### src/design/ihrl_pkg.sv
// shared types and constants of the intel hex record loader
`timescale 1ns / 1ps

package ihrl_pkg;

  // longest record body that is accepted, in bytes
  localparam int unsigned MaxRecordBytes = 256;

  localparam logic [7:0] CharColon = 8'h3A;
  localparam logic [7:0] CharZero  = 8'h30;
  localparam logic [7:0] CharUpA   = 8'h41;
  localparam logic [7:0] CharLowA  = 8'h61;

  localparam logic [7:0] RecData  = 8'h00;
  localparam logic [7:0] RecEof   = 8'h01;
  localparam logic [7:0] RecUpper = 8'h04;

  typedef enum logic [1:0] {
    KindData   = 2'd0,
    KindRecEnd = 2'd1,
    KindDone   = 2'd2,
    KindFail   = 2'd3
  } kind_e;

  typedef enum logic [6:0] {
    PhAwait  = 7'b0000001,
    PhHeader = 7'b0000010,
    PhData   = 7'b0000100,
    PhCheck  = 7'b0001000,
    PhSkip   = 7'b0010000,
    PhDone   = 7'b0100000,
    PhFailed = 7'b1000000
  } phase_e;

  typedef struct packed {
    logic        valid;
    kind_e       kind;
    logic [31:0] load_address;
    logic [7:0]  data_byte;
    logic [7:0]  record_kind;
  } result_t;

  // the file's digit rule, including its handling of non-hex characters
  function automatic logic [7:0] digit_value(input logic [7:0] c);
    logic [7:0] v;
    if (c < CharUpA) begin
      v = c - CharZero;
    end else if (c < CharLowA) begin
      v = 8'd10 + c - CharUpA;
    end else begin
      v = 8'd10 + c - CharLowA;
    end
    return v;
  endfunction

endpackage

### src/design/ihrl_parser.sv
// record parser: decode state and the per-character step logic
`timescale 1ns / 1ps

module ihrl_parser #(
  parameter int unsigned MaxRecordBytes = ihrl_pkg::MaxRecordBytes
) (
  input  logic              clk_i,
  input  logic              rst_ni,
  input  logic              step_i,
  input  logic [7:0]        char_i,
  input  logic              eof_i,
  output ihrl_pkg::result_t res_o
);

  ihrl_pkg::phase_e phase_q, phase_d;
  logic [8:0]  digit_q, digit_d;
  logic [3:0]  nibble_q, nibble_d;
  logic [7:0]  len_q, len_d;
  logic [15:0] addr_q, addr_d;
  logic [7:0]  type_q, type_d;
  logic [15:0] upper_q, upper_d;
  logic [7:0]  fdb0_q, fdb0_d;
  logic [7:0]  fdb1_q, fdb1_d;

  logic [7:0]  dval;
  logic [7:0]  pair;
  logic [2:0]  hdr_k;
  logic [7:0]  pos;
  logic [9:0]  idx_next;
  logic [15:0] addr_term;

  assign dval  = ihrl_pkg::digit_value(char_i);
  assign pair  = {nibble_q, 4'b0000} + dval;
  assign hdr_k = digit_q[2:0];
  assign pos   = digit_q[8:1];
  assign idx_next = {1'b0, digit_q} + 10'd1;

  always_comb begin
    unique case (hdr_k)
      3'd2:    addr_term = {dval[3:0], 12'h000};
      3'd3:    addr_term = {dval, 8'h00};
      3'd4:    addr_term = {4'h0, dval, 4'h0};
      3'd5:    addr_term = {8'h00, dval};
      default: addr_term = 16'h0000;
    endcase
  end

  always_comb begin
    phase_d  = phase_q;
    digit_d  = digit_q;
    nibble_d = nibble_q;
    len_d    = len_q;
    addr_d   = addr_q;
    type_d   = type_q;
    upper_d  = upper_q;
    fdb0_d   = fdb0_q;
    fdb1_d   = fdb1_q;
    res_o    = '0;

    if (phase_q == ihrl_pkg::PhDone || phase_q == ihrl_pkg::PhFailed) begin
      // terminal, input is swallowed
    end else if (eof_i) begin
      phase_d    = ihrl_pkg::PhFailed;
      res_o.valid = 1'b1;
      res_o.kind  = ihrl_pkg::KindFail;
    end else begin
      unique case (phase_q)
        ihrl_pkg::PhAwait: begin
          if (char_i != ihrl_pkg::CharColon) begin
            phase_d     = ihrl_pkg::PhFailed;
            res_o.valid = 1'b1;
            res_o.kind  = ihrl_pkg::KindFail;
          end else begin
            phase_d = ihrl_pkg::PhHeader;
            digit_d = '0;
            addr_d  = '0;
          end
        end
        ihrl_pkg::PhSkip: begin
          if (char_i == ihrl_pkg::CharColon) begin
            phase_d = ihrl_pkg::PhHeader;
            digit_d = '0;
            addr_d  = '0;
          end
        end
        ihrl_pkg::PhHeader: begin
          addr_d = addr_q + addr_term;
          if (!hdr_k[0]) begin
            nibble_d = dval[3:0];
          end
          if (hdr_k == 3'd1) begin
            len_d = pair;
          end
          if (hdr_k == 3'd7) begin
            type_d  = pair;
            digit_d = '0;
            if ({1'b0, len_q} > 9'(MaxRecordBytes)) begin
              phase_d     = ihrl_pkg::PhFailed;
              res_o.valid = 1'b1;
              res_o.kind  = ihrl_pkg::KindFail;
            end else if (len_q != 8'd0) begin
              phase_d = ihrl_pkg::PhData;
            end else begin
              phase_d = ihrl_pkg::PhCheck;
            end
          end else begin
            digit_d = {6'd0, hdr_k} + 9'd1;
          end
        end
        ihrl_pkg::PhData: begin
          if (!digit_q[0]) begin
            nibble_d = dval[3:0];
            digit_d  = idx_next[8:0];
          end else begin
            if (pos == 8'd0) begin
              fdb0_d = pair;
            end
            if (pos == 8'd1) begin
              fdb1_d = pair;
            end
            if (idx_next >= {1'b0, len_q, 1'b0}) begin
              phase_d = ihrl_pkg::PhCheck;
              digit_d = '0;
            end else begin
              digit_d = idx_next[8:0];
            end
            if (type_q == ihrl_pkg::RecData) begin
              res_o.valid        = 1'b1;
              res_o.kind         = ihrl_pkg::KindData;
              res_o.load_address = {upper_q, addr_q} + {24'd0, pos};
              res_o.data_byte    = pair;
            end
          end
        end
        ihrl_pkg::PhCheck: begin
          if (digit_q == 9'd0) begin
            digit_d = 9'd1;
          end else begin
            digit_d = '0;
            if (type_q == ihrl_pkg::RecUpper) begin
              upper_d = {fdb0_q, fdb1_q};
            end
            res_o.valid       = 1'b1;
            res_o.record_kind = type_q;
            if (type_q == ihrl_pkg::RecEof) begin
              phase_d    = ihrl_pkg::PhDone;
              res_o.kind = ihrl_pkg::KindDone;
            end else begin
              phase_d    = ihrl_pkg::PhSkip;
              res_o.kind = ihrl_pkg::KindRecEnd;
            end
          end
        end
        default: begin
          phase_d = ihrl_pkg::PhFailed;
        end
      endcase
    end
  end

  always_ff @(posedge clk_i or negedge rst_ni) begin
    if (!rst_ni) begin
      phase_q  <= ihrl_pkg::PhAwait;
      digit_q  <= '0;
      nibble_q <= '0;
      len_q    <= '0;
      addr_q   <= '0;
      type_q   <= '0;
      upper_q  <= '0;
      fdb0_q   <= '0;
      fdb1_q   <= '0;
    end else if (step_i) begin
      phase_q  <= phase_d;
      digit_q  <= digit_d;
      nibble_q <= nibble_d;
      len_q    <= len_d;
      addr_q   <= addr_d;
      type_q   <= type_d;
      upper_q  <= upper_d;
      fdb0_q   <= fdb0_d;
      fdb1_q   <= fdb1_d;
    end
  end

  a_fail_sticky: assert property (@(posedge clk_i) disable iff (!rst_ni)
    phase_q == ihrl_pkg::PhFailed |=> phase_q == ihrl_pkg::PhFailed)
    else $error("failed state left");

  a_done_sticky: assert property (@(posedge clk_i) disable iff (!rst_ni)
    phase_q == ihrl_pkg::PhDone |=> phase_q == ihrl_pkg::PhDone)
    else $error("done state left");

  a_data_phase: assert property (@(posedge clk_i) disable iff (!rst_ni)
    res_o.valid && res_o.kind == ihrl_pkg::KindData |-> phase_q == ihrl_pkg::PhData)
    else $error("data beat outside data phase");

  a_step_index: assert property (@(posedge clk_i) disable iff (!rst_ni)
    phase_q == ihrl_pkg::PhHeader |-> digit_q < 9'd8)
    else $error("header digit index out of range");

endmodule

### src/design/intel_hex_record_loader.sv
// top level of the intel hex record loader: input register, parser, result register
//
//   channel  dir  tdata                                          tuser
//   s_axis   in   [7:0] char_byte                                [0] end_of_file
//   m_axis   out  [31:0] load_address [39:32] data_byte          [1:0] result_kind
//                 [47:40] record_kind
//
// one character a cycle sustained while m_axis is not stalled; each beat is held in the
// input register and gives its result, if any, from the result register
// the parse step is a single pass of logic between these two registers
// reset clears the parser to waiting for the first colon and empties both registers
// a stalled result holds the parser; the input register still takes one beat
`timescale 1ns / 1ps

module intel_hex_record_loader #(
  parameter int unsigned MaxRecordBytes = ihrl_pkg::MaxRecordBytes
) (
  input  logic        clk_i,
  input  logic        rst_ni,
  input  logic        s_axis_tvalid,
  output logic        s_axis_tready,
  input  logic [7:0]  s_axis_tdata,   // [7:0] char_byte
  input  logic        s_axis_tuser,   // [0] end_of_file
  output logic        m_axis_tvalid,
  input  logic        m_axis_tready,
  output logic [47:0] m_axis_tdata,   // [31:0] load_address, [39:32] data_byte, [47:40] record_kind
  output logic [1:0]  m_axis_tuser    // [1:0] result_kind
);

  logic              in_valid_q;
  logic [7:0]        in_char_q;
  logic              in_eof_q;
  logic              out_valid_q;
  ihrl_pkg::result_t out_q;
  ihrl_pkg::result_t res;
  logic              step;

  // parser may move when the result register is free or being drained
  assign step          = in_valid_q && (!out_valid_q || m_axis_tready);
  assign s_axis_tready = !in_valid_q || step;

  ihrl_parser #(
    .MaxRecordBytes (MaxRecordBytes)
  ) u_parser (
    .clk_i  (clk_i),
    .rst_ni (rst_ni),
    .step_i (step),
    .char_i (in_char_q),
    .eof_i  (in_eof_q),
    .res_o  (res)
  );

  always_ff @(posedge clk_i or negedge rst_ni) begin
    if (!rst_ni) begin
      in_valid_q  <= 1'b0;
      out_valid_q <= 1'b0;
    end else begin
      if (s_axis_tready) begin
        in_valid_q <= s_axis_tvalid;
      end
      if (step && res.valid) begin
        out_valid_q <= 1'b1;
      end else if (m_axis_tready) begin
        out_valid_q <= 1'b0;
      end
    end
  end

  always_ff @(posedge clk_i) begin
    if (s_axis_tready && s_axis_tvalid) begin
      in_char_q <= s_axis_tdata;
      in_eof_q  <= s_axis_tuser;
    end
    if (step && res.valid) begin
      out_q <= res;
    end
  end

  assign m_axis_tvalid = out_valid_q;
  assign m_axis_tdata  = {out_q.record_kind, out_q.data_byte, out_q.load_address};
  assign m_axis_tuser  = out_q.kind;

  a_fail_payload: assert property (@(posedge clk_i) disable iff (!rst_ni)
    m_axis_tvalid && m_axis_tuser == ihrl_pkg::KindFail |-> m_axis_tdata == 48'd0)
    else $error("failure beat with payload");

  a_no_overwrite: assert property (@(posedge clk_i) disable iff (!rst_ni)
    out_valid_q && !m_axis_tready |-> !step)
    else $error("result register overwritten while stalled");

  a_data_no_kind: assert property (@(posedge clk_i) disable iff (!rst_ni)
    m_axis_tvalid && m_axis_tuser == ihrl_pkg::KindData |-> m_axis_tdata[47:40] == 8'd0)
    else $error("data beat carries record kind");

endmodule
### config.mk
export PLATFORM = sky130hd
export DESIGN_NAME = intel_hex_record_loader
export DESIGN_NICKNAME = d
export VERILOG_FILES = /design/src/design/ihrl_pkg.sv /design/src/design/ihrl_parser.sv /design/src/design/intel_hex_record_loader.sv
export SDC_FILE = /design/constraint.sdc
export NUM_CORES = 1
export LEC_CHECK = 0
export BUFFER_PORTS_ARGS = -buffer_cell sky130_fd_sc_hd__buf_4
export CAP_MARGIN = 20
export CORE_MARGIN = 2
export CORE_UTILIZATION = 44
export CTS_CLUSTER_SIZE = 10
export DETAILED_ROUTE_END_ITERATION = 10
export GPL_ROUTABILITY_DRIVEN = 0
export GPL_TIMING_DRIVEN = 0
export PLACE_DENSITY_LB_ADDON = 0.25
export RECOVER_POWER = 50
export SYNTH_ARGS = -nofsm -noshare
export SYNTH_HDL_FRONTEND = slang
export SYNTH_SLANG_ARGS = --single-unit
### constraint.sdc
create_clock -name clk_i -period 10.7 [get_ports clk_i]
set_input_delay 1.605 -clock clk_i [delete_from_list [all_inputs] [get_ports clk_i]]
set_output_delay 1.605 -clock clk_i [all_outputs]
set_load 0.02 [all_outputs]
==> results.tsv <==
stage	metric	value	unit
drt	routed_via_density	5.37	
grt	grt_pass1_vias	6089	
grt	antenna_found_initial	0	
placement	dp_cells	1136	
synth	ys.flop_type	dfrtp_1	
clock_tree	cts_resized	0	
drt	drtIter0Drc	350	
synth	synth_fp_nets	901	
floorplanning	die_w	141	µm
setup_path	worstSetupStartpointType	input pin	
layout	syn_to_final_growth	14.7	%
placement	io_buffers	64	
setup_path	critical_path_class	input pin to async pin	
setup_path	r2r_setup_slack	5.52	ns
sta	post-route-period-util	49.4	%
synth	synth_cell_types	65	
sta	max-slew-margin-rel	-139	%
sta	finalHoldViolCount	0	
synth	synth_top_area_cell	dfrtp_1	
layout	diodes	0	
setup_path	reg2reg_from	in_char_q[0]$_DFFE_PP_	
setup_path	path_depth	2	
layout	postLayoutCoreUtil	51.2	%
drt	drt_wl_total	18700	µm
placement	dpl-instance-area	0.00912	mm²
power_and_ir_drop	powerDensity	132	mW/mm²
clock_tree	cts_setup_buffers	0	
sta	final_max_slew_viol_count	69	
clock_tree	cts_num_sinks	145	
drt	drt_drc_violations_left	0	
sta	rsz0062_at_grt	false	
synth	async_flop_share	59.3	%
drt	ant_nets	0	
clock_tree	postCtsHoldBufs	0	
synth	postSynthCellCount	835	
sta	layout_min_cycle_time	5.29	ns
setup_path	crit_buf_inv	2	
min_path	hold_path_class	flip-flop to flip-flop	
drt	vias	6279	
grt	grtUsageTotal	19.4	%
sta	fin_setup_tns	0	ns
floorplanning	start_util	44.7	%
clock_tree	insertion_delay	0.43	ns
placement	place_hpwl	13900	µm
floorplanning	dieArea	0.0200	mm²
synth	synthTopCellsByArea	dfrtp_1 26%, edfxtp_1 21%, ha_1 7.5%, o21ai_0 4.7%, nand2_1 4.3%	
synth	synth.avg_cell_area	9.94	µm²
setup_path	reg2reg_to	u_parser.addr_q[15]$_DFFE_PN0P_	
setup_path	endpoint	u_parser.addr_q[8]$_DFFE_PN0P_	
sta	fin_skew	0.00595	ns
layout	fin_area	0.00951	mm²
clock_tree	cts_max_level	4	
synth	synth-seq-cells	145	
clock_tree	cts_tree	yes	
setup_path	crit_path_start	rst_ni	
synth	synth_edf_count	59	
clock_tree	clk_pin_slew_worst_paths	0.06	ns
clock_tree	cts_root_buf	clkbuf_16	
layout	layout.nets	988	
sta	setup_violations	0	
setup_path	worst_path_most_repeated_cell	clkbuf_1	
clock_tree	clock_path_buffers	2	
setup_path	cp.required	10.42	ns
setup_path	cp_max_fo	68	
layout	regArea	0.00393	mm²
setup_path	crit_slowest_cell	clkbuf_1	
floorplanning	core	0.0186	mm²
sta	worst_pin_slew	3.58	ns
layout	drive_above_1_share	9.30	%
power_and_ir_drop	ir_drop	126	µV
clock_tree	numCtsBuffers	17	
status	violations	max-capacitance violations, max-slew violations	
layout	stdcell_count	1169	
drt	first_pass_iters	5	
synth	synth_area	0.00830	mm²
setup_path	path_cells	clkbuf_1 -> clkbuf_1	
layout	multi_input_area	0.00412	mm²
power_and_ir_drop	p_leak	4.05	nW
synth	synth_top_area_share	25.6	%
setup_path	critical-path-max-stage-delay	2.58	ns
grt	grt_pass1_wl	30700	µm
grt	grt_max_degree	87	
floorplanning	std_cell_rows	50	
setup_path	cpLargestDelayFamily	buffers and inverters	
floorplanning	ios	65	
synth	ys_seq_area_share	47.3	%
run	cap_violations	1	
sta	max_freq	0.189	GHz
layout	fill_cells	1729	
setup_path	cp.arrival	5.00	ns
status	status	finished, violations left	
grt	grt_overflow_total	0	
setup_path	ff2ff_path_depth	20	
floorplanning	die_y	141	µm
synth	ys_warn_count	0	
setup_path	critPathCaptureType	async pin	
drt	wl_per_cell	16.0	µm
[registers in the layout, summed over array words and instances, names as in the netlist]
| signal | flops |
|---|---|
| u_parser.type_q | 8 |
| u_parser.addr_q | 16 |
| m_axis_tuser | 2 |
| u_parser.digit_q | 9 |
| u_parser.phase_q | 7 |
| u_parser.len_q | 8 |
| u_parser.fdb0_q | 8 |
| in_valid_q | 1 |
| u_parser.upper_q | 16 |
| m_axis_tdata | 48 |
| in_eof_q | 1 |
| m_axis_tvalid | 1 |
| u_parser.nibble_q | 4 |
| in_char_q | 8 |
| u_parser.fdb1_q | 8 |
[final cells by class]
cell class	count	area share [%]
timing repair buffer	68	3.41
multi-input combinational	624	43.3
buffer	33	1.54
tap	234	3.08
inverter	33	1.30
sequential	145	41.3
clock inverter	13	1.14
clock buffer	19	5.00
[through the flow]
step                      total power (W)  hold WS (ns)  setup WS [ns]
after floorplan                  0.000648         0.443           5.50
after global placement           0.000686         0.461           4.33
after detailed placement         0.000689         0.468           5.54
after CTS                         0.00127         0.485           5.51
after global routing              0.00130         0.507           4.49
final                             0.00126         0.477           5.41
[cell usage after synthesis, drive strengths merged, types with 5 or more instances]
| library cell | n |
|---|---|
| nor2b | 9 |
| xor2 | 28 |
| nand2 | 94 |
| a211oi | 6 |
| nor4 | 5 |
| nand3 | 24 |
| edfxtp | 59 |
| mux2 | 17 |
| nor3b | 5 |
| xnor2 | 34 |
| nand4 | 7 |
| nand4b | 6 |
| nor2 | 71 |
| ha | 50 |
| o21bai | 9 |
| o22ai | 6 |
| nor3 | 21 |
| o21ai | 79 |
| a21o | 14 |
| dfrtp | 85 |
| inv | 33 |
| and3 | 13 |
| a21oi | 32 |
| nand2b | 13 |
| buf | 10 |
| clkbuf | 23 |
| a22o | 10 |
| and2 | 13 |
[routing by layer]
| metal | vias up | part of all wire, % | track usage [%] |
|---|---|---|---|
| met5 | - | 0 | 0 |
| met3 | 33 | 3.9 | 3.85 |
| met1 | 2970 | 48 | 26.5 |
| li1 | 3156 | - | - |
| met2 | 120 | 46 | 30.9 |
| met4 | 0 | 2.4 | 7.26 |
[layout by cell type (no fill, tap or decap), drive strengths merged, types with 14 or more instances in the layout]
cell type / Yosys / routed
dfrtp: 85 / 85
xor2: 28 / 28
a21oi: 32 / 32
o21ai: 79 / 79
ha: 50 / 50
inv: 33 / 42
nor2: 71 / 71
clkbuf: 23 / 106
xnor2: 34 / 34
nand2: 94 / 94
nand3: 24 / 24
mux2: 17 / 17
buf: 10 / 14
edfxtp: 59 / 59
nor3: 21 / 21
a21o: 14 / 14
[power by group]
part / internal, W / switching, W / total [W]
Clock: 0.000331 / 0.000251 / 0.000583
Combinational: 0.0000299 / 0.0000636 / 0.0000934
Sequential: 0.000580 / 0.00000377 / 0.000583
Total: 0.000941 / 0.000319 / 0.00126
[cell families (layout without fill, tap and decap cells)]
| kind of cell | after synthesis | in the layout | share of synthesized area (%) |
|---|---|---|---|
| buf+inv | 66 | 166 | 3.26 |
| xor+xnor | 62 | 62 | 6.54 |
| fa+ha+maj | 53 | 53 | 8.26 |
| compound gates | 192 | 192 | 14.6 |
| flops | 145 | 145 | 47.3 |
| simple gates | 299 | 299 | 17.6 |
| mux | 18 | 18 | 2.43 |
[how the worst min path moves through the flow]
stage | startpoint | to | slack [ns] | depth (start not counted)
6_report | u_parser.fdb1_q[1]$_DFFE_PN0P_ | u_parser.fdb1_q[1]$_DFFE_PN0P_ | 0.48 | 2
3_5_place_dp | u_parser.fdb0_q[3]$_DFFE_PN0P_ | u_parser.fdb0_q[3]$_DFFE_PN0P_ | 0.47 | 2
4_1_cts | u_parser.fdb1_q[1]$_DFFE_PN0P_ | u_parser.fdb1_q[1]$_DFFE_PN0P_ | 0.48 | 2
2_1_floorplan | u_parser.fdb1_q[7]$_DFFE_PN0P_ | u_parser.fdb1_q[7]$_DFFE_PN0P_ | 0.44 | 2
3_3_place_gp | u_parser.fdb0_q[3]$_DFFE_PN0P_ | u_parser.fdb0_q[3]$_DFFE_PN0P_ | 0.46 | 2
5_1_grt | u_parser.fdb1_q[1]$_DFFE_PN0P_ | u_parser.fdb1_q[1]$_DFFE_PN0P_ | 0.51 | 2
Power figures use the tool's default switching activity.
